===== src/mcfc_pkg.sv =====
// Shared types and constants for the motor CAN frame codec.
// No dependencies; every module file imports this package.
package mcfc_pkg;

    localparam int LANES   = 5;
    localparam int NUM_W   = 65;
    localparam int DEN_W   = 32;
    localparam int QUO_W   = 33;
    localparam int X_W     = 49;
    localparam int LIM_W   = 31;
    localparam int CFG_IDX_W  = 3;
    localparam int CFG_DATA_W = 31;
    localparam int QUEUE_DEPTH = 4;
    localparam int QPTR_W      = 2;
    localparam int QCNT_W      = 3;

    localparam logic [2:0] OP_MIT     = 3'd0;
    localparam logic [2:0] OP_ENABLE  = 3'd1;
    localparam logic [2:0] OP_DISABLE = 3'd2;
    localparam logic [2:0] OP_ZERO    = 3'd3;
    localparam logic [2:0] OP_CLEAR   = 3'd4;
    localparam logic [2:0] OP_FB      = 3'd5;

    localparam logic [7:0] BYTE_ENABLE  = 8'hFC;
    localparam logic [7:0] BYTE_DISABLE = 8'hFD;
    localparam logic [7:0] BYTE_ZERO    = 8'hFE;
    localparam logic [7:0] BYTE_CLEAR   = 8'hFB;
    localparam logic [55:0] CMD_FILL    = 56'hFF_FFFF_FFFF_FFFF;

    localparam logic [1:0]  MODE_POS   = 2'd1;
    localparam logic [1:0]  MODE_SPEED = 2'd2;
    localparam logic [10:0] OFFS_POS   = 11'h100;
    localparam logic [10:0] OFFS_SPEED = 11'h200;

    localparam logic [2:0] REG_CAN_ID    = 3'd0;
    localparam logic [2:0] REG_CTRL_MODE = 3'd1;
    localparam logic [2:0] REG_POS_LIM   = 3'd2;
    localparam logic [2:0] REG_VEL_LIM   = 3'd3;
    localparam logic [2:0] REG_TRQ_LIM   = 3'd4;
    localparam logic [2:0] REG_KP_MAX    = 3'd5;
    localparam logic [2:0] REG_KD_MAX    = 3'd6;

    localparam logic [10:0]      RST_CAN_ID  = 11'd1;
    localparam logic [1:0]       RST_MODE    = 2'd0;
    localparam logic [LIM_W-1:0] RST_POS_LIM = 31'd819200;
    localparam logic [LIM_W-1:0] RST_VEL_LIM = 31'd1966080;
    localparam logic [LIM_W-1:0] RST_TRQ_LIM = 31'd655360;
    localparam logic [LIM_W-1:0] RST_KP_MAX  = 31'd32768000;
    localparam logic [LIM_W-1:0] RST_KD_MAX  = 31'd327680;

    typedef enum logic [1:0] {
        K_MIT,
        K_CMD,
        K_FB
    } t_kind;

    typedef struct packed {
        logic [10:0]      can_id;
        logic [1:0]       ctrl_mode;
        logic [LIM_W-1:0] pos_limit;
        logic [LIM_W-1:0] vel_limit;
        logic [LIM_W-1:0] torque_limit;
        logic [LIM_W-1:0] kp_max;
        logic [LIM_W-1:0] kd_max;
    } t_cfg;

    typedef struct packed {
        t_kind                       kind;
        logic [7:0]                  cmd_byte;
        logic [10:0]                 std_id;
        logic [3:0]                  err;
        logic [7:0]                  temp_mos;
        logic [7:0]                  temp_rotor;
        logic [LANES-1:0]            sat_lo;
        logic [LANES-1:0]            sat_hi;
        logic [LANES-1:0][LIM_W-1:0] lim;
    } t_side;

    typedef struct packed {
        t_side                       side;
        logic [LANES-1:0][NUM_W-1:0] num;
        logic [LANES-1:0][DEN_W-1:0] den;
    } t_job;

    // A range register of zero acts as one.
    function automatic logic [LIM_W-1:0] lim_nz(input logic [LIM_W-1:0] v);
        return (v == '0) ? LIM_W'(1) : v;
    endfunction

endpackage


===== src/mcfc_queue.sv =====
// Short job queue between the front end and the divider pipeline.
// Depends on mcfc_pkg.
module mcfc_queue import mcfc_pkg::*; (
    input  logic i_clk,
    input  logic i_rst_n,
    input  logic i_push,
    input  t_job i_data,
    output logic o_full,
    input  logic i_pop,
    output t_job o_data,
    output logic o_empty
);

    t_job              r_mem [QUEUE_DEPTH];
    logic [QPTR_W-1:0] r_wp, r_rp;
    logic [QCNT_W-1:0] r_cnt;
    logic              w_push, w_pop;

    assign o_full  = (r_cnt == QCNT_W'(QUEUE_DEPTH));
    assign o_empty = (r_cnt == '0);
    assign w_push  = i_push && !o_full;
    assign w_pop   = i_pop && !o_empty;
    assign o_data  = r_mem[r_rp];

    always_ff @(posedge i_clk) begin
        if (!i_rst_n) begin
            r_wp  <= '0;
            r_rp  <= '0;
            r_cnt <= '0;
        end else begin
            if (w_push) r_wp <= r_wp + 1'b1;
            if (w_pop)  r_rp <= r_rp + 1'b1;
            r_cnt <= r_cnt + QCNT_W'(w_push) - QCNT_W'(w_pop);
        end
    end

    always_ff @(posedge i_clk) begin
        if (w_push) r_mem[r_wp] <= i_data;
    end

endmodule


===== config.mk =====
export PLATFORM = sky130hd
export DESIGN_NAME = mcfc_queue
export DESIGN_NICKNAME = d
export VERILOG_FILES = /design/src/mcfc_pkg.sv /design/src/mcfc_queue.sv
export SDC_FILE = /design/constraint.sdc
export NUM_CORES = 2
export LEC_CHECK = 0
export BUFFER_PORTS_ARGS = -buffer_cell sky130_fd_sc_hd__clkbuf_2
export CAP_MARGIN = 20
export CORE_AREA = 2 2 546 548
export DETAILED_ROUTE_END_ITERATION = 10
export DIE_AREA = 0 0 548 550
export PLACE_DENSITY_LB_ADDON = 0.1
export SLEW_MARGIN = 40
export SYNTH_ARGS = -nofsm -noshare
export SYNTH_HDL_FRONTEND = slang
export SYNTH_SLANG_ARGS = --single-unit
export TNS_END_PERCENT = 20

===== constraint.sdc =====
create_clock -name i_clk -period 27.5 [get_ports i_clk]
set_input_delay 1.375 -clock i_clk [delete_from_list [all_inputs] [get_ports i_clk]]
set_output_delay 1.375 -clock i_clk [all_outputs]
set_load 0.02 [all_outputs]

## After elaboration in Yosys (flattened, before gate mapping)

Memory sizes are Yosys's and may differ from the RTL's. A register that Yosys moved wholly into a read port is not among the register bits.
Index checks and enable logic that the tools add are counted.

| storage, ports and cells | value |
|---|---|
| output and inout port bits | 693 |
| logic and storage cells | 18 |
| bits in writable memories | 2764 |
| flip-flop bits (word level) | 7 |
| input bits | 695 |
| memories kept | 1 |

| cells by class | value |
|---|---|
| multiplexer cells | 4 |
| equality and inequality tests | 1 |
| reductions and logical operators | 5 |
| add/subtract/negate cells | 4 |

Memory list:

| name | depth | bits a word | read ports | clocked after memory_dff | wr ports | line | source |
|---|---|---|---|---|---|---|---|
| r_mem | 4 | 691 | 1 | 1 | 1 | mcfc_queue.sv:14 | `t_job r_mem [QUEUE_DEPTH];` |

Operators with widths:

| cell | number |
|---|---|
| 2-bit by 1-bit adder with 2-bit output, second input constant | 2 |
| 2-bit two-way mux | 2 |
| 3-bit by 1-bit adder with 3-bit output | 1 |
| 3-bit == test, second input constant | 1 |
| 3-bit zero test | 1 |
| 3-bit by 1-bit subtractor with 3-bit output | 1 |
| 1-bit logical AND | 2 |
| 1-bit zero test | 2 |
| 1-bit two-way mux | 2 |

## Logic depth before layout (Yosys ltp)

| logic depth | value |
|---|---|
| depth in word-level cells | 5 |
| mapped depth | 11 |

## Least setup slack after synthesis

Ideal clock, no wire load.

| path | value |
|---|---|
| kind | input to register |
| start point | input i_push |
| end point | memory r_mem[0][0] (netlist name) (enable) |
| setup slack | 9020 ps |
| stages | 3 |
| data arrival time | 17331 ps |
| required time | 26351 ps |
| cell sequence | nor2b_1 -> clkbuf_1 -> and2_1 |

| on the way | value |
|---|---|
| longest elaborated chain between the ends | 3 |

Ends and longest elaborated chain:

| what | line | source |
|---|---|---|
| from (decl) | mcfc_queue.sv:6 | `input logic i_push,` |
| 1-bit logical AND | mcfc_queue.sv:21 | `assign w_push = i_push && !o_full;` |
| 1-bit two-way mux | mcfc_queue.sv:38 | `if (w_push) r_mem[r_wp] <= i_data;` |
| 1-bit two-way mux (implied by the code) | mcfc_queue.sv:38 |  |
| to (decl) | mcfc_queue.sv:14 |  |

No other way between the ends.

==> impl_metrics.env <==
export IMPL_run_status="finished, final reports clean"
export IMPL_dominant_cells_by_area_after_synthesis="edfxtp_1 (82%), mux4_2 (15%), buf_12 (1.5%), buf_2 (0.35%), dfxtp_1 (0.18%)"
export IMPL_htreeDepth=5
export IMPL_final_hold_violation_count=0
export IMPL_clock_tree_root_cell="clkbuf_16"
export IMPL_grtUsageMet3_pct=8.59
export IMPL_rsz0062_at_grt="false"
export IMPL_final_period_utilization_pct=22.7
export IMPL_post_layout_total_power_w=0.0120
export IMPL_clk_pin_slew_ns=0.05
export IMPL_detailedRoute_firstPassIterationCount=5
export IMPL_library_cell_with_the_largest_summed_area_after_synthesis="edfxtp_1"
export IMPL_remaining_drc_errors=0
export IMPL_path_class="flip-flop to primary output"
export IMPL_synth_top_family_by_area="multiplexers"
export IMPL_critical_path_max_fanout=52
export IMPL_ys_warnings_count=0
export IMPL_dieHeight_um=550
export IMPL_first_global_vias=48500
export IMPL_placed_cells=8913
export IMPL_grt_antenna_before_repair=179
export IMPL_clkLatencyLatePin_ns=0.90
export IMPL_syn_nets=4362
export IMPL_fin_tns_setup_ns=0
export IMPL_synth_seq_cells=2773
export IMPL_timing_critical_path_from_type="flip-flop"
export IMPL_maxCapViolations=0
export IMPL_synth_edff_count=2764
export IMPL_ctsHoldBuffers=0
export IMPL_yosys_area_share_xor_xnor_pct=0.0174
export IMPL_cts_sinks=2773
export IMPL_initial_utilization_pct=34.2
export IMPL_part_of_the_yosys_area_used_for_sequential_elements_pct=82.4
export IMPL_cts_setup_buffers=0
export IMPL_wirelength_um=278000
export IMPL_cts_inserted_buffers=309
export IMPL_hpwl_um=186000
export IMPL_final_min_clock_period_ns=6.25
export IMPL_synth_adder_area_share_pct=0.0942
export IMPL_cts_tree="done"
export IMPL_worstPathRequired_ns=26.12
export IMPL_final_cells=9500
export IMPL_place_worst_setup_slack_ns=20.46
export IMPL_layout_nets=5989
export IMPL_relSlewSlack_pct=45.1
export IMPL_dominantRegCellSynth="edfxtp_1"
export IMPL_power_leakage_nw=40.2
export IMPL_synth_area_mux_share_pct=15.4
export IMPL_yosysTopAreaCellShare_pct=82.2
export IMPL_portBuffers=1387
export IMPL_num_io_pins=1388
export IMPL_timing_fmax_ghz=0.160
export IMPL_die_area_sq_um=301000
export IMPL_cts_repair_resized=0
export IMPL_power_ir_vdd_worst_mv=0.0621
export IMPL_yosys_cell_types=21
export IMPL_worstReg2RegStart="r_cnt[2]"
export IMPL_postRouteAntennaNets=0
export IMPL_globalRouteOverflowTotal=0
export IMPL_hp_start="r_rp[0]"
export IMPL_layout_drive_gt1_share_pct=46.8
export IMPL_worst_ep_arrival_time_ns=4.88
export IMPL_globalRouteMet1Util_pct=20.8
export IMPL_synth_compound_area_share_pct=0.0223
export IMPL_clock_tree_buffer_depth=4
export IMPL_whs_ns=0.488
export IMPL_final_critical_path_setup_slack_ns=21.25
export IMPL_endpoint_kind="primary output"
export IMPL_ys_top_cells_by_count="edfxtp_1 (2764), mux4_2 (691), buf_12 (76)"
export IMPL_timing_final_setup_violations=0
export IMPL_grt_start_max_net_pins=119
export IMPL_cellPowerDensity_nw_per_um2=98.1
export IMPL_gp_congestion=0.764
export IMPL_core_area_sq_um=296000
export IMPL_detailed_route_iter0_violations=3339
export IMPL_route_vias_total=46300
export IMPL_use_met2_pct=29.8
export IMPL_syn_area_sq_um=101000
export IMPL_post_drt_wl_per_cell_um=29.2
export IMPL_globalRouteTotalUtil_pct=17.9
export IMPL_route_detailed_vias_per_inst=4.87
export IMPL_tightestPinTransition_ns=0.824
export IMPL_grt_first_pass_wirelength_um=383000
export IMPL_global_route_peak_usage_layer="met2"
export IMPL_finalMaxSlewViolations=0
export IMPL_post_synth_and_or_nand_nor_area_fraction_pct=0.108
export IMPL_areaGrowthSynthToFinish_pct=20.7
export IMPL_post_synth_inst_count=3660
export IMPL_postSynthAreaPerCell_sq_um=27.6
export IMPL_die_x_um=548
export IMPL_rows=200
export IMPL_path_class_of_the_lowest_slack_min_delay_path="flip-flop to flip-flop"
export IMPL_async_set_reset_flop_share_out_of_synthesis_pct=0
export IMPL_timing_clock_skew_ns=0.0595
export IMPL_synth_most_common_cell="edfxtp_1"
## kinds of logic after synthesis
group / count (synthesis)
xor+xnor: 2
flops: 2773
buf+inv: 162
compound gates: 4
simple gates: 19
fa+ha+maj: 7
mux: 693
## final timing paths
path | slack (ns) | cells after the start | end
setup / recovery | 21.25 | 6 | o_data[57]
hold / removal | 0.49 | 2 | flip-flop
setup reg to reg | 21.80 | 9 | r_mem[1][633]
hold reg to reg | 0.49 | 2 | flip-flop
## metrics by stage
| stage | util (%) | instance area [sq um] |
|---|---|---|
| floorplan | - | 101000 |
| global placement | 37.7 | 112000 |
| detailed placement | 37.9 | 112000 |
| CTS | 41.2 | 122000 |
| global route | 41.2 | 122000 |
| finish | 41.2 | 122000 |
## layer usage
layer | share of wire, % | up-vias
li1 | - | 19400
met1 | 37 | 24500
met2 | 49 | 1711
met3 | 11 | 623
met4 | 2.8 | 110
met5 | 0.25 | -
## sequential cells by signal, indices dropped and copies added, names as in the netlist, named ones only
register and cells:
r_wp 2, r_rp 2, r_cnt 3, r_mem 2764
## power by group
part	switching [W]	total [W]	internal (W)
clock network	0.00169	0.00393	0.00224
logic	0.00181	0.00282	0.00101
registers	0.0000870	0.00521	0.00512
## cells in the final DEF, fill, tap and decap left out, drive strengths merged
cell / n
buf: 85
fa: 1
edfxtp: 2764
nor2b: 2
inv: 17
clkinv: 137
and2: 7
mux2i: 2
diode: 31
or4bb: 1
dfxtp: 9
o21ai: 3
mux4: 691
bufinv: 15
nor3: 1
ha: 6
clkinvlp: 9
or3: 1
nand2: 6
xnor2: 2
clkbuf: 1769
nor3b: 1
a21boi: 1
## layout make-up
| cell class | instances | area [sq um] |
|---|---|---|
| clock inverter | 172 | 1630 |
| fill | 26100 | 174000 |
| inverter | 6 | 22.5 |
| multi-input combinational | 725 | 15800 |
| sequential | 2773 | 83200 |
| timing repair buffer | 1472 | 8120 |
| antenna | 31 | 77.6 |
| tap | 3939 | 4930 |
| clock buffer | 382 | 8030 |
## critical path: stages, from the launching register on
cell	delay (ns)
dfxtp_4	0.65
buf_6	0.59
buf_6	0.57
buf_4	0.65
buf_4	0.70
mux4_2	0.50
clkbuf_2	0.19
Power figures use the tool's default switching activity.
