$ cat src/mcfc_pkg.sv
// Shared types and constants for the motor CAN frame codec.
// No dependencies; every module file imports this package.
package mcfc_pkg;

    localparam int LANES   = 5;
    localparam int NUM_W   = 65;
    localparam int DEN_W   = 32;
    localparam int QUO_W   = 33;
    localparam int X_W     = 49;
    localparam int LIM_W   = 31;
    localparam int CFG_IDX_W  = 3;
    localparam int CFG_DATA_W = 31;
    localparam int QUEUE_DEPTH = 4;
    localparam int QPTR_W      = 2;
    localparam int QCNT_W      = 3;

    localparam logic [2:0] OP_MIT     = 3'd0;
    localparam logic [2:0] OP_ENABLE  = 3'd1;
    localparam logic [2:0] OP_DISABLE = 3'd2;
    localparam logic [2:0] OP_ZERO    = 3'd3;
    localparam logic [2:0] OP_CLEAR   = 3'd4;
    localparam logic [2:0] OP_FB      = 3'd5;

    localparam logic [7:0] BYTE_ENABLE  = 8'hFC;
    localparam logic [7:0] BYTE_DISABLE = 8'hFD;
    localparam logic [7:0] BYTE_ZERO    = 8'hFE;
    localparam logic [7:0] BYTE_CLEAR   = 8'hFB;
    localparam logic [55:0] CMD_FILL    = 56'hFF_FFFF_FFFF_FFFF;

    localparam logic [1:0]  MODE_POS   = 2'd1;
    localparam logic [1:0]  MODE_SPEED = 2'd2;
    localparam logic [10:0] OFFS_POS   = 11'h100;
    localparam logic [10:0] OFFS_SPEED = 11'h200;

    localparam logic [2:0] REG_CAN_ID    = 3'd0;
    localparam logic [2:0] REG_CTRL_MODE = 3'd1;
    localparam logic [2:0] REG_POS_LIM   = 3'd2;
    localparam logic [2:0] REG_VEL_LIM   = 3'd3;
    localparam logic [2:0] REG_TRQ_LIM   = 3'd4;
    localparam logic [2:0] REG_KP_MAX    = 3'd5;
    localparam logic [2:0] REG_KD_MAX    = 3'd6;

    localparam logic [10:0]      RST_CAN_ID  = 11'd1;
    localparam logic [1:0]       RST_MODE    = 2'd0;
    localparam logic [LIM_W-1:0] RST_POS_LIM = 31'd819200;
    localparam logic [LIM_W-1:0] RST_VEL_LIM = 31'd1966080;
    localparam logic [LIM_W-1:0] RST_TRQ_LIM = 31'd655360;
    localparam logic [LIM_W-1:0] RST_KP_MAX  = 31'd32768000;
    localparam logic [LIM_W-1:0] RST_KD_MAX  = 31'd327680;

    typedef enum logic [1:0] {
        K_MIT,
        K_CMD,
        K_FB
    } t_kind;

    typedef struct packed {
        logic [10:0]      can_id;
        logic [1:0]       ctrl_mode;
        logic [LIM_W-1:0] pos_limit;
        logic [LIM_W-1:0] vel_limit;
        logic [LIM_W-1:0] torque_limit;
        logic [LIM_W-1:0] kp_max;
        logic [LIM_W-1:0] kd_max;
    } t_cfg;

    typedef struct packed {
        t_kind                       kind;
        logic [7:0]                  cmd_byte;
        logic [10:0]                 std_id;
        logic [3:0]                  err;
        logic [7:0]                  temp_mos;
        logic [7:0]                  temp_rotor;
        logic [LANES-1:0]            sat_lo;
        logic [LANES-1:0]            sat_hi;
        logic [LANES-1:0][LIM_W-1:0] lim;
    } t_side;

    typedef struct packed {
        t_side                       side;
        logic [LANES-1:0][NUM_W-1:0] num;
        logic [LANES-1:0][DEN_W-1:0] den;
    } t_job;

    // A range register of zero acts as one.
    function automatic logic [LIM_W-1:0] lim_nz(input logic [LIM_W-1:0] v);
        return (v == '0) ? LIM_W'(1) : v;
    endfunction

endpackage

$ cat src/mcfc_in_if.sv
// Input channel of the codec: valid/ready handshake and one command item.
// Depends on nothing.
interface mcfc_in_if;
    logic        valid;
    logic        ready;
    logic [2:0]  op;
    logic signed [31:0] pos_target;
    logic signed [31:0] vel_target;
    logic [30:0] kp_gain;
    logic [30:0] kd_gain;
    logic signed [31:0] torque_ff;
    logic [63:0] rx_frame;

    modport source (output valid, op, pos_target, vel_target, kp_gain, kd_gain,
                    torque_ff, rx_frame, input ready);
    modport sink   (input valid, op, pos_target, vel_target, kp_gain, kd_gain,
                    torque_ff, rx_frame, output ready);
endinterface

$ cat src/mcfc_front.sv
// Front end: accepts items, classifies them and prepares divider jobs.
// Depends on mcfc_pkg and mcfc_in_if.
module mcfc_front import mcfc_pkg::*; #(
    parameter int POS_BITS   = 16,
    parameter int FIELD_BITS = 12
) (
    input  logic       i_clk,
    input  logic       i_rst_n,
    mcfc_in_if.sink    i_in,
    input  t_cfg       i_cfg,
    output t_job       o_job,
    output logic       o_job_valid,
    input  logic       i_job_ready
);

    localparam logic [15:0] M_POS = 16'((1 << POS_BITS) - 1);
    localparam logic [11:0] M_FLD = 12'((1 << FIELD_BITS) - 1);

    logic [LIM_W-1:0] w_pl, w_vl, w_tl, w_kpl, w_kdl;
    logic [15:0]      w_c0;
    logic [11:0]      w_c1, w_c4;
    logic [46:0]      w_p0, w_p1, w_p4;
    logic [X_W-1:0]   w_n0, w_n1, w_n4;
    logic [10:0]      w_offs;
    t_kind            w_kind;
    logic [7:0]       w_cmd;
    logic             w_take;

    logic                        r_f_valid;
    t_kind                       r_kind;
    logic [7:0]                  r_cmd;
    logic [10:0]                 r_std_id;
    logic [3:0]                  r_err;
    logic [7:0]                  r_tmos, r_trot;
    logic [LANES-1:0][X_W-1:0]   r_x;
    logic [LANES-1:0][DEN_W-1:0] r_span;
    logic [LANES-1:0][LIM_W-1:0] r_lim;

    assign i_in.ready = !r_f_valid || i_job_ready;
    assign w_take     = i_in.valid && i_in.ready;

    always_comb begin
        w_pl  = lim_nz(i_cfg.pos_limit);
        w_vl  = lim_nz(i_cfg.vel_limit);
        w_tl  = lim_nz(i_cfg.torque_limit);
        w_kpl = lim_nz(i_cfg.kp_max);
        w_kdl = lim_nz(i_cfg.kd_max);

        // offset of the value above the bottom of its range
        w_n0 = X_W'(i_in.pos_target) + X_W'(w_pl);
        w_n1 = X_W'(i_in.vel_target) + X_W'(w_vl);
        w_n4 = X_W'(i_in.torque_ff) + X_W'(w_tl);

        // clamp received slots to the code maximum
        w_c0 = (i_in.rx_frame[55:40] > M_POS) ? M_POS : i_in.rx_frame[55:40];
        w_c1 = (i_in.rx_frame[39:28] > M_FLD) ? M_FLD : i_in.rx_frame[39:28];
        w_c4 = (i_in.rx_frame[27:16] > M_FLD) ? M_FLD : i_in.rx_frame[27:16];
        w_p0 = 47'(w_c0) * 47'(w_pl);
        w_p1 = 47'(w_c1) * 47'(w_vl);
        w_p4 = 47'(w_c4) * 47'(w_tl);

        case (i_cfg.ctrl_mode)
            MODE_POS:   w_offs = OFFS_POS;
            MODE_SPEED: w_offs = OFFS_SPEED;
            default:    w_offs = '0;
        endcase

        w_cmd = BYTE_ENABLE;
        case (i_in.op)
            OP_MIT: w_kind = K_MIT;
            OP_FB:  w_kind = K_FB;
            OP_ENABLE: begin
                w_kind = K_CMD;
                w_cmd  = BYTE_ENABLE;
            end
            OP_DISABLE: begin
                w_kind = K_CMD;
                w_cmd  = BYTE_DISABLE;
            end
            OP_ZERO: begin
                w_kind = K_CMD;
                w_cmd  = BYTE_ZERO;
            end
            OP_CLEAR: begin
                w_kind = K_CMD;
                w_cmd  = BYTE_CLEAR;
            end
            default: w_kind = K_CMD;
        endcase
    end

    always_ff @(posedge i_clk) begin
        if (!i_rst_n) begin
            r_f_valid <= 1'b0;
        end else if (i_in.ready) begin
            // drop unknown ops at the door
            r_f_valid <= w_take && (i_in.op inside {[OP_MIT:OP_FB]});
        end
    end

    always_ff @(posedge i_clk) begin
        if (i_in.ready) begin
            r_kind   <= w_kind;
            r_cmd    <= w_cmd;
            r_std_id <= i_cfg.can_id + w_offs;
            r_err    <= i_in.rx_frame[63:60];
            r_tmos   <= i_in.rx_frame[15:8];
            r_trot   <= i_in.rx_frame[7:0];
            if (w_kind == K_FB) begin
                r_x[0] <= X_W'(w_p0);
                r_x[1] <= X_W'(w_p1);
                r_x[2] <= '0;
                r_x[3] <= '0;
                r_x[4] <= X_W'(w_p4);
            end else begin
                r_x[0] <= w_n0;
                r_x[1] <= w_n1;
                r_x[2] <= X_W'(i_in.kp_gain);
                r_x[3] <= X_W'(i_in.kd_gain);
                r_x[4] <= w_n4;
            end
            r_span[0] <= {w_pl, 1'b0};
            r_span[1] <= {w_vl, 1'b0};
            r_span[2] <= DEN_W'(w_kpl);
            r_span[3] <= DEN_W'(w_kdl);
            r_span[4] <= {w_tl, 1'b0};
            r_lim[0]  <= w_pl;
            r_lim[1]  <= w_vl;
            r_lim[2]  <= w_kpl;
            r_lim[3]  <= w_kdl;
            r_lim[4]  <= w_tl;
        end
    end

    assign o_job_valid          = r_f_valid;
    assign o_job.side.kind       = r_kind;
    assign o_job.side.cmd_byte   = r_cmd;
    assign o_job.side.std_id     = r_std_id;
    assign o_job.side.err        = r_err;
    assign o_job.side.temp_mos   = r_tmos;
    assign o_job.side.temp_rotor = r_trot;
    assign o_job.side.lim        = r_lim;

    for (genvar g = 0; g < LANES; g++) begin : g_lane
        localparam int B = (g == 0) ? POS_BITS : FIELD_BITS;
        localparam logic [16:0] M = 17'((1 << B) - 1);
        always_comb begin
            if (r_kind == K_FB) begin
                // round(code * span / M) as (4*code*L + M) / (2*M)
                o_job.num[g]         = (NUM_W'(r_x[g]) << 2) + NUM_W'(M);
                o_job.den[g]         = DEN_W'({M, 1'b0});
                o_job.side.sat_lo[g] = 1'b0;
                o_job.side.sat_hi[g] = 1'b0;
            end else begin
                o_job.num[g]         = (NUM_W'(r_x[g]) << B) - NUM_W'(r_x[g]);
                o_job.den[g]         = r_span[g];
                o_job.side.sat_lo[g] = $signed(r_x[g]) <= $signed(X_W'(0));
                o_job.side.sat_hi[g] = $signed(r_x[g]) >= $signed(X_W'(r_span[g]));
            end
        end
    end

endmodule

$ cat src/flat_wrapper.sv
// flat-port wrapper written by rule: the top's interface ports become plain ports
module mcfc_front_flat import mcfc_pkg::*;
#(
    parameter int POS_BITS   = 16,
    parameter int FIELD_BITS = 12
)
  (i_clk, i_rst_n, i_cfg, o_job, o_job_valid, i_job_ready, i_in_valid, i_in_op, i_in_pos_target, i_in_vel_target, i_in_kp_gain, i_in_kd_gain, i_in_torque_ff, i_in_rx_frame, i_in_ready);
  mcfc_in_if i_in_i ();
  input  logic i_clk;
  input  logic i_rst_n;
  input  t_cfg i_cfg;
  output t_job o_job;
  output logic o_job_valid;
  input  logic i_job_ready;
  input wire logic [$bits(i_in_i.valid)-1:0] i_in_valid;
  input wire logic [$bits(i_in_i.op)-1:0] i_in_op;
  input wire logic [$bits(i_in_i.pos_target)-1:0] i_in_pos_target;
  input wire logic [$bits(i_in_i.vel_target)-1:0] i_in_vel_target;
  input wire logic [$bits(i_in_i.kp_gain)-1:0] i_in_kp_gain;
  input wire logic [$bits(i_in_i.kd_gain)-1:0] i_in_kd_gain;
  input wire logic [$bits(i_in_i.torque_ff)-1:0] i_in_torque_ff;
  input wire logic [$bits(i_in_i.rx_frame)-1:0] i_in_rx_frame;
  output wire logic [$bits(i_in_i.ready)-1:0] i_in_ready;
  assign i_in_i.valid = i_in_valid;
  assign i_in_i.op = i_in_op;
  assign i_in_i.pos_target = i_in_pos_target;
  assign i_in_i.vel_target = i_in_vel_target;
  assign i_in_i.kp_gain = i_in_kp_gain;
  assign i_in_i.kd_gain = i_in_kd_gain;
  assign i_in_i.torque_ff = i_in_torque_ff;
  assign i_in_i.rx_frame = i_in_rx_frame;
  assign i_in_ready = i_in_i.ready;
  mcfc_front #(.POS_BITS(POS_BITS), .FIELD_BITS(FIELD_BITS)) u_core (.i_clk(i_clk), .i_rst_n(i_rst_n), .i_in(i_in_i), .i_cfg(i_cfg), .o_job(o_job), .o_job_valid(o_job_valid), .i_job_ready(i_job_ready));
endmodule
$ cat config.mk
export PLATFORM = sky130hd
export DESIGN_NAME = mcfc_front_flat
export DESIGN_NICKNAME = d
export VERILOG_FILES = /design/src/mcfc_pkg.sv /design/src/mcfc_in_if.sv /design/src/mcfc_front.sv /design/src/flat_wrapper.sv
export SDC_FILE = /design/constraint.sdc
export NUM_CORES = 2
export LEC_CHECK = 0
export ABC_CLOCK_PERIOD_IN_PS = 22900
export BUFFER_PORTS_ARGS = -buffer_cell sky130_fd_sc_hd__clkbuf_2
export CORE_MARGIN = 1.5
export CORE_UTILIZATION = 45
export CTS_CLUSTER_SIZE = 14
export DETAILED_ROUTE_END_ITERATION = 10
export HOLD_SLACK_MARGIN = 0.02
export PLACE_DENSITY = 0.72
export SLEW_MARGIN = 20
export SYNTH_ARGS = -nofsm -noshare
export SYNTH_HDL_FRONTEND = slang
export SYNTH_SLANG_ARGS = --single-unit
$ cat constraint.sdc
create_clock -name i_clk -period 22.9 [get_ports i_clk]
set_input_delay 1.145 -clock i_clk [delete_from_list [all_inputs] [get_ports i_clk]]
set_output_delay 1.145 -clock i_clk [all_outputs]
set_load 0.02 [all_outputs]
[Word-level counts from Yosys, hierarchy flattened]
Cells that the tools add are included.
W data, S select, Z words.
Storage, ports and cells
  flip-flop bits (word level): 437
  input port bits: 397
  output and inout port bits: 693
  logic and storage cells: 103
Cells by class
  $add $sub $neg: 14
  $mul: 3
  order comparisons: 15
  eq/ne operators: 8
  multiplexer cells: 30
  reduce and logical (&&, ||, !) cells: 11
Operators by type and width (number)
  $mux W65: 5
  $sub A61 B49 Y62: 4
  $mux W239: 1
  $add A51 B12 Y52 const B: 4
  $le A49 B1 Y1 const B: 4
  $logic_not A31 Y1: 5
  $mux W31: 5
  $add A32 B32 Y33: 3
  $ge A49 B32 Y1: 2
  $ge A49 B33 Y1: 2
  $mux W32: 3
  $mul A12 B31 Y43: 2
  $sub A65 B49 Y65: 1
  $add A51 B16 Y52 const B: 1
  $mul A16 B31 Y47: 1
  $ge A44 B33 Y1: 1
  $le A44 B1 Y1 const B: 1
  $gt A12 B12 Y1 const B: 2
  $mux W12: 2
  $pmux W10 S2: 1
  $gt A16 B16 Y1 const B: 1
  $mux W16: 1
  $add A11 B10 Y11: 1
  $mux W1: 10
  12 further kinds: 18

[Longest topological paths before layout]
  depth in word-level cells: 4
  gate-level depth with buffers: 28
  gate-level depth less buffers: 27

[Least setup slack after synthesis]
Ideal clock, no wire load.
  path type: in2out
  from: input i_job_ready
  to: output i_in_ready
  arrival: 10.578 ns
  data required time: 21.755 ns
  path slack: 11.177 ns
  stages: 1
  path buffers: 0
  cells stage by stage: nand2b_1
On the way
  word-level cells in the longest chain between the ends: 1
Ends and longest elaborated chain
  from (decl): RTL line flat_wrapper.sv:14  | input logic i_job_ready;
  $logic_or A1 B1 Y1: RTL line mcfc_front.sv:39  | assign i_in.ready = !r_f_valid || i_job_ready;
  to (decl): RTL line flat_wrapper.sv:23  | output wire logic [$bits(i_in_i.ready)-1:0] i_in_ready;
No other way between the ends.

[Worst setup path in the final report]
  from: input i_cfg[153] (netlist bit)
  to: register u_core.r_x[45] (netlist bit), data pin
On the way
  word-level cells in the longest chain between the ends: 4
  elaborated cells between the ends (all ways): 5
Ends and longest elaborated chain
  from (decl): RTL line flat_wrapper.sv:11  | input t_cfg i_cfg;
  $logic_not A31 Y1: RTL line mcfc_pkg.sv:87  | return (v == '0) ? LIM_W'(1) : v;
  $mux W31 *: RTL line mcfc_pkg.sv:87
  $mul A16 B31 Y47 / $add A32 B32 Y33 (equally long branches): RTL line mcfc_front.sv:58, mcfc_front.sv:50
  $mux W239 *: RTL line mcfc_front.sv:109  | if (w_kind == K_FB) begin
  to (decl): RTL line mcfc_front.sv:35  | logic [LANES-1:0][X_W-1:0] r_x;
Mark *: on every way between the ends. The rest lies on a longest branch, timed or not.
A chain may end at the register's enable or synchronous reset.

==> impl_metrics.json <==
{
  "synth_edf_count": 389,
  "syn_to_final_growth_pct": 10.3,
  "synthFlopType": "edfxtp_1",
  "grt_max_degree": 184,
  "r2r-end": "u_core.r_span[73]",
  "hold_buffers": 0,
  "cts.path.max_buffers": 3,
  "min_period_ns": 8.57,
  "dp_hpwl_mm": 259,
  "fin_area_mm2": 0.0872,
  "grt_pass1_wl_mm": 472,
  "crit_fanout": 19,
  "insertion_delay_ns": 0.73,
  "tns_ns": 0,
  "synth_seq_cells": 390,
  "ant_nets": 0,
  "hp-class": "input pin to flop",
  "die_y_um": 422,
  "hold_start": "i_in_rx_frame[63]",
  "busiest_layer": "met2",
  "io_pins": 1090,
  "numCtsBuffers": 52,
  "whs_ns": 0.602,
  "finalCritPeriodShare_pct": 37.4,
  "yosysSeqAreaShare_pct": 14.8,
  "fin_nets": 12200,
  "first_global_vias": 73800,
  "p_per_area_mw_per_mm2": 170,
  "ys_warn_count": 0,
  "synthesis.area_mm2": 0.0790,
  "h-tree-depth": 2,
  "min_path_cells": 1,
  "yosys.area.top_type": "fa_1",
  "place_area_mm2": 0.0852,
  "worst_pin_slew_ns": 1.33,
  "required_ns": 23.30,
  "coreArea_mm2": 0.174,
  "reg2reg_depth": 5,
  "vias_per_cell": 5.83,
  "synth.area.top_cells": "fa_1 (25%), edfxtp_1 (15%), ha_1 (11%)",
  "antenna_found_initial": 36,
  "clkTransAtPathRegs_ns": 0.06,
  "via_count": 73300,
  "leakage_nw": 42.9,
  "avgSynthCellArea_um2": 8.20,
  "grt_use_met2_pct": 57.6,
  "end_kind": "flop",
  "final_cell_mix": "inv_1 (1,443), nand2_1 (1,272), clkbuf_2 (1,075)",
  "start_util_pct": 45.3,
  "critPathLaunchType": "input pin",
  "cap_violations": 0,
  "drive_above_1_share_pct": 12.4,
  "gp_congestion": 1.03,
  "outcome": "finished, final reports clean",
  "slew_violations": 0,
  "grt_setup_unrepaired": "false",
  "finalWirelength_mm": 320,
  "arrival_ns": 8.97,
  "rr_startpoint": "u_core.o_job_valid",
  "tritoncts": "done",
  "rows": 153,
  "synth_cells": 9630,
  "io_buffers": 1075,
  "synthDominantCellAreaShare_pct": 25.0,
  "die_x_um": 422,
  "reg2reg_slack_ns": 19.28,
  "setup_violations": 0,
  "final_common_cell": "inv_1",
  "critPathKind": "input pin to flop",
  "cts_root_buf": "clkbuf_16",
  "fmax_mhz": 117,
  "globalRouteMet1Util_pct": 41.1,
  "ctsResizeCount": 0,
  "timing.slew.headroom_pct": 11.2,
  "ys_async_sr_fraction_pct": 0,
  "gr-total-overflow": 0,
  "firstDrtPassIters": 8,
  "drc": 0,
  "vdd_drop_max_uv": 213,
  "synthDistinctLibCells": 110,
  "cts.sinks": 390,
  "postCtsSetupBuffers": 0,
  "use_met3_pct": 7.57,
  "drtIter0Drc": 6089,
  "skew_ns": 0.0567,
  "finalHoldViolCount": 0,
  "wire_per_inst_um": 25.5,
  "crit_start": "i_cfg[153]",
  "whs_endpoint": "u_core.r_err[3]",
  "track_usage_pct": 35.3,
  "fp.dieArea_mm2": 0.178
}
final cells by class:
type                       instances  area [µm²]
sequential                       390       11700
clock buffer                      56        1320
timing repair buffer            1115        5720
fill                           16700       87000
tap                             2325        2910
inverter                        1450        5450
multi-input combinational       7164       59400
clock inverter                    42         618
antenna                           19        47.5
kinds of logic (layout without fill, tap and decap cells):
family | count (synthesis) | after routing | share of synthesized area [%]
simple gates | 3199 | 3199 | 19.4
buf+inv | 2084 | 2663 | 10.1
compound gates | 1778 | 1778 | 14.2
fa+ha+maj | 1668 | 1668 | 35.8
xor+xnor | 498 | 498 | 5.52
flops | 390 | 390 | 14.8
mux | 11 | 11 | 0.141
other cells | 2 | 29 | 0.00951
metrics by stage:
| stage | worst slack [ns] | std cells | util (%) | power, mW |
|---|---|---|---|---|
| floorplan | 11.18 | 9638 | - | 9.98 |
| global placement | 13.71 | 12400 | 48.9 | 13.5 |
| detailed placement | 13.69 | 12400 | 48.9 | 13.7 |
| CTS | 14.42 | 12500 | 50.0 | 14.7 |
| global route | 14.01 | 12600 | 50.0 | 16.1 |
| finish | 14.33 | 12600 | 50.0 | 14.8 |
state kept, by name, indices dropped and copies added (netlist names):
signal	cells
u_core.o_job	31
u_core.o_job_valid	1
u_core.r_cmd	3
u_core.r_err	4
u_core.r_kind	2
u_core.r_span	124
u_core.r_std_id	11
u_core.r_tmos	8
u_core.r_trot	8
u_core.r_x	198
how the worst max path moves through the flow:
stage,endpoint,slack (ns),cells after the start
after detailed placement,u_core.r_x[44],13.69,24
after floorplan,i_in_ready,11.18,1
final,u_core.r_x[45],14.33,25
after global placement,u_core.r_x[44],13.71,25
after global routing,u_core.r_x[85],14.01,25
after CTS,u_core.r_x[44],14.42,24
cells in the mapped netlist, drive strengths merged, types with 99 or more instances:
| cell type | count |
|---|---|
| inv | 1446 |
| nand2 | 1272 |
| fa | 988 |
| ha | 680 |
| a21oi | 564 |
| and2 | 559 |
| clkbuf | 543 |
| nor2 | 527 |
| o21ai | 418 |
| edfxtp | 389 |
| xnor2 | 352 |
| a21o | 287 |
| nand3 | 170 |
| xor2 | 146 |
| nor3 | 132 |
| nand4 | 122 |
| nor4 | 99 |
per-layer routing:
metal  part of all wire (%)  up-vias
met5                  0.025        -
met4                    8.4       12
met3                    8.9      838
met2                     46     3644
met1                     36    36200
li1                       -    32500
critical path: stages:
cell and delay (ns):
clkbuf_2 0.35, nor4_1 0.63, nand4_1 0.30, o21bai_1 0.22, buf_4 0.26, nand2_1 0.11, fa_1 0.54, fa_1 0.54
inv_1 0.05, fa_1 0.50, fa_1 0.47, fa_1 0.51, inv_1 0.06, fa_1 0.52, inv_1 0.04, ha_1 0.37
a21oi_1 0.18, o21ai_0 0.11, a211oi_1 0.61, o41ai_2 0.32, a21o_1 0.27, a211oi_1 0.37, a21oi_1 0.21, xnor2_1 0.18
o21ai_1 0.07
where the power goes:
part           internal, mW  switching (mW)  total [mW]
logic                  4.64            7.88        12.5
registers             0.980           0.382        1.36
clock network         0.559           0.391       0.950
No activity file was read; power rests on OpenSTA's default activity.
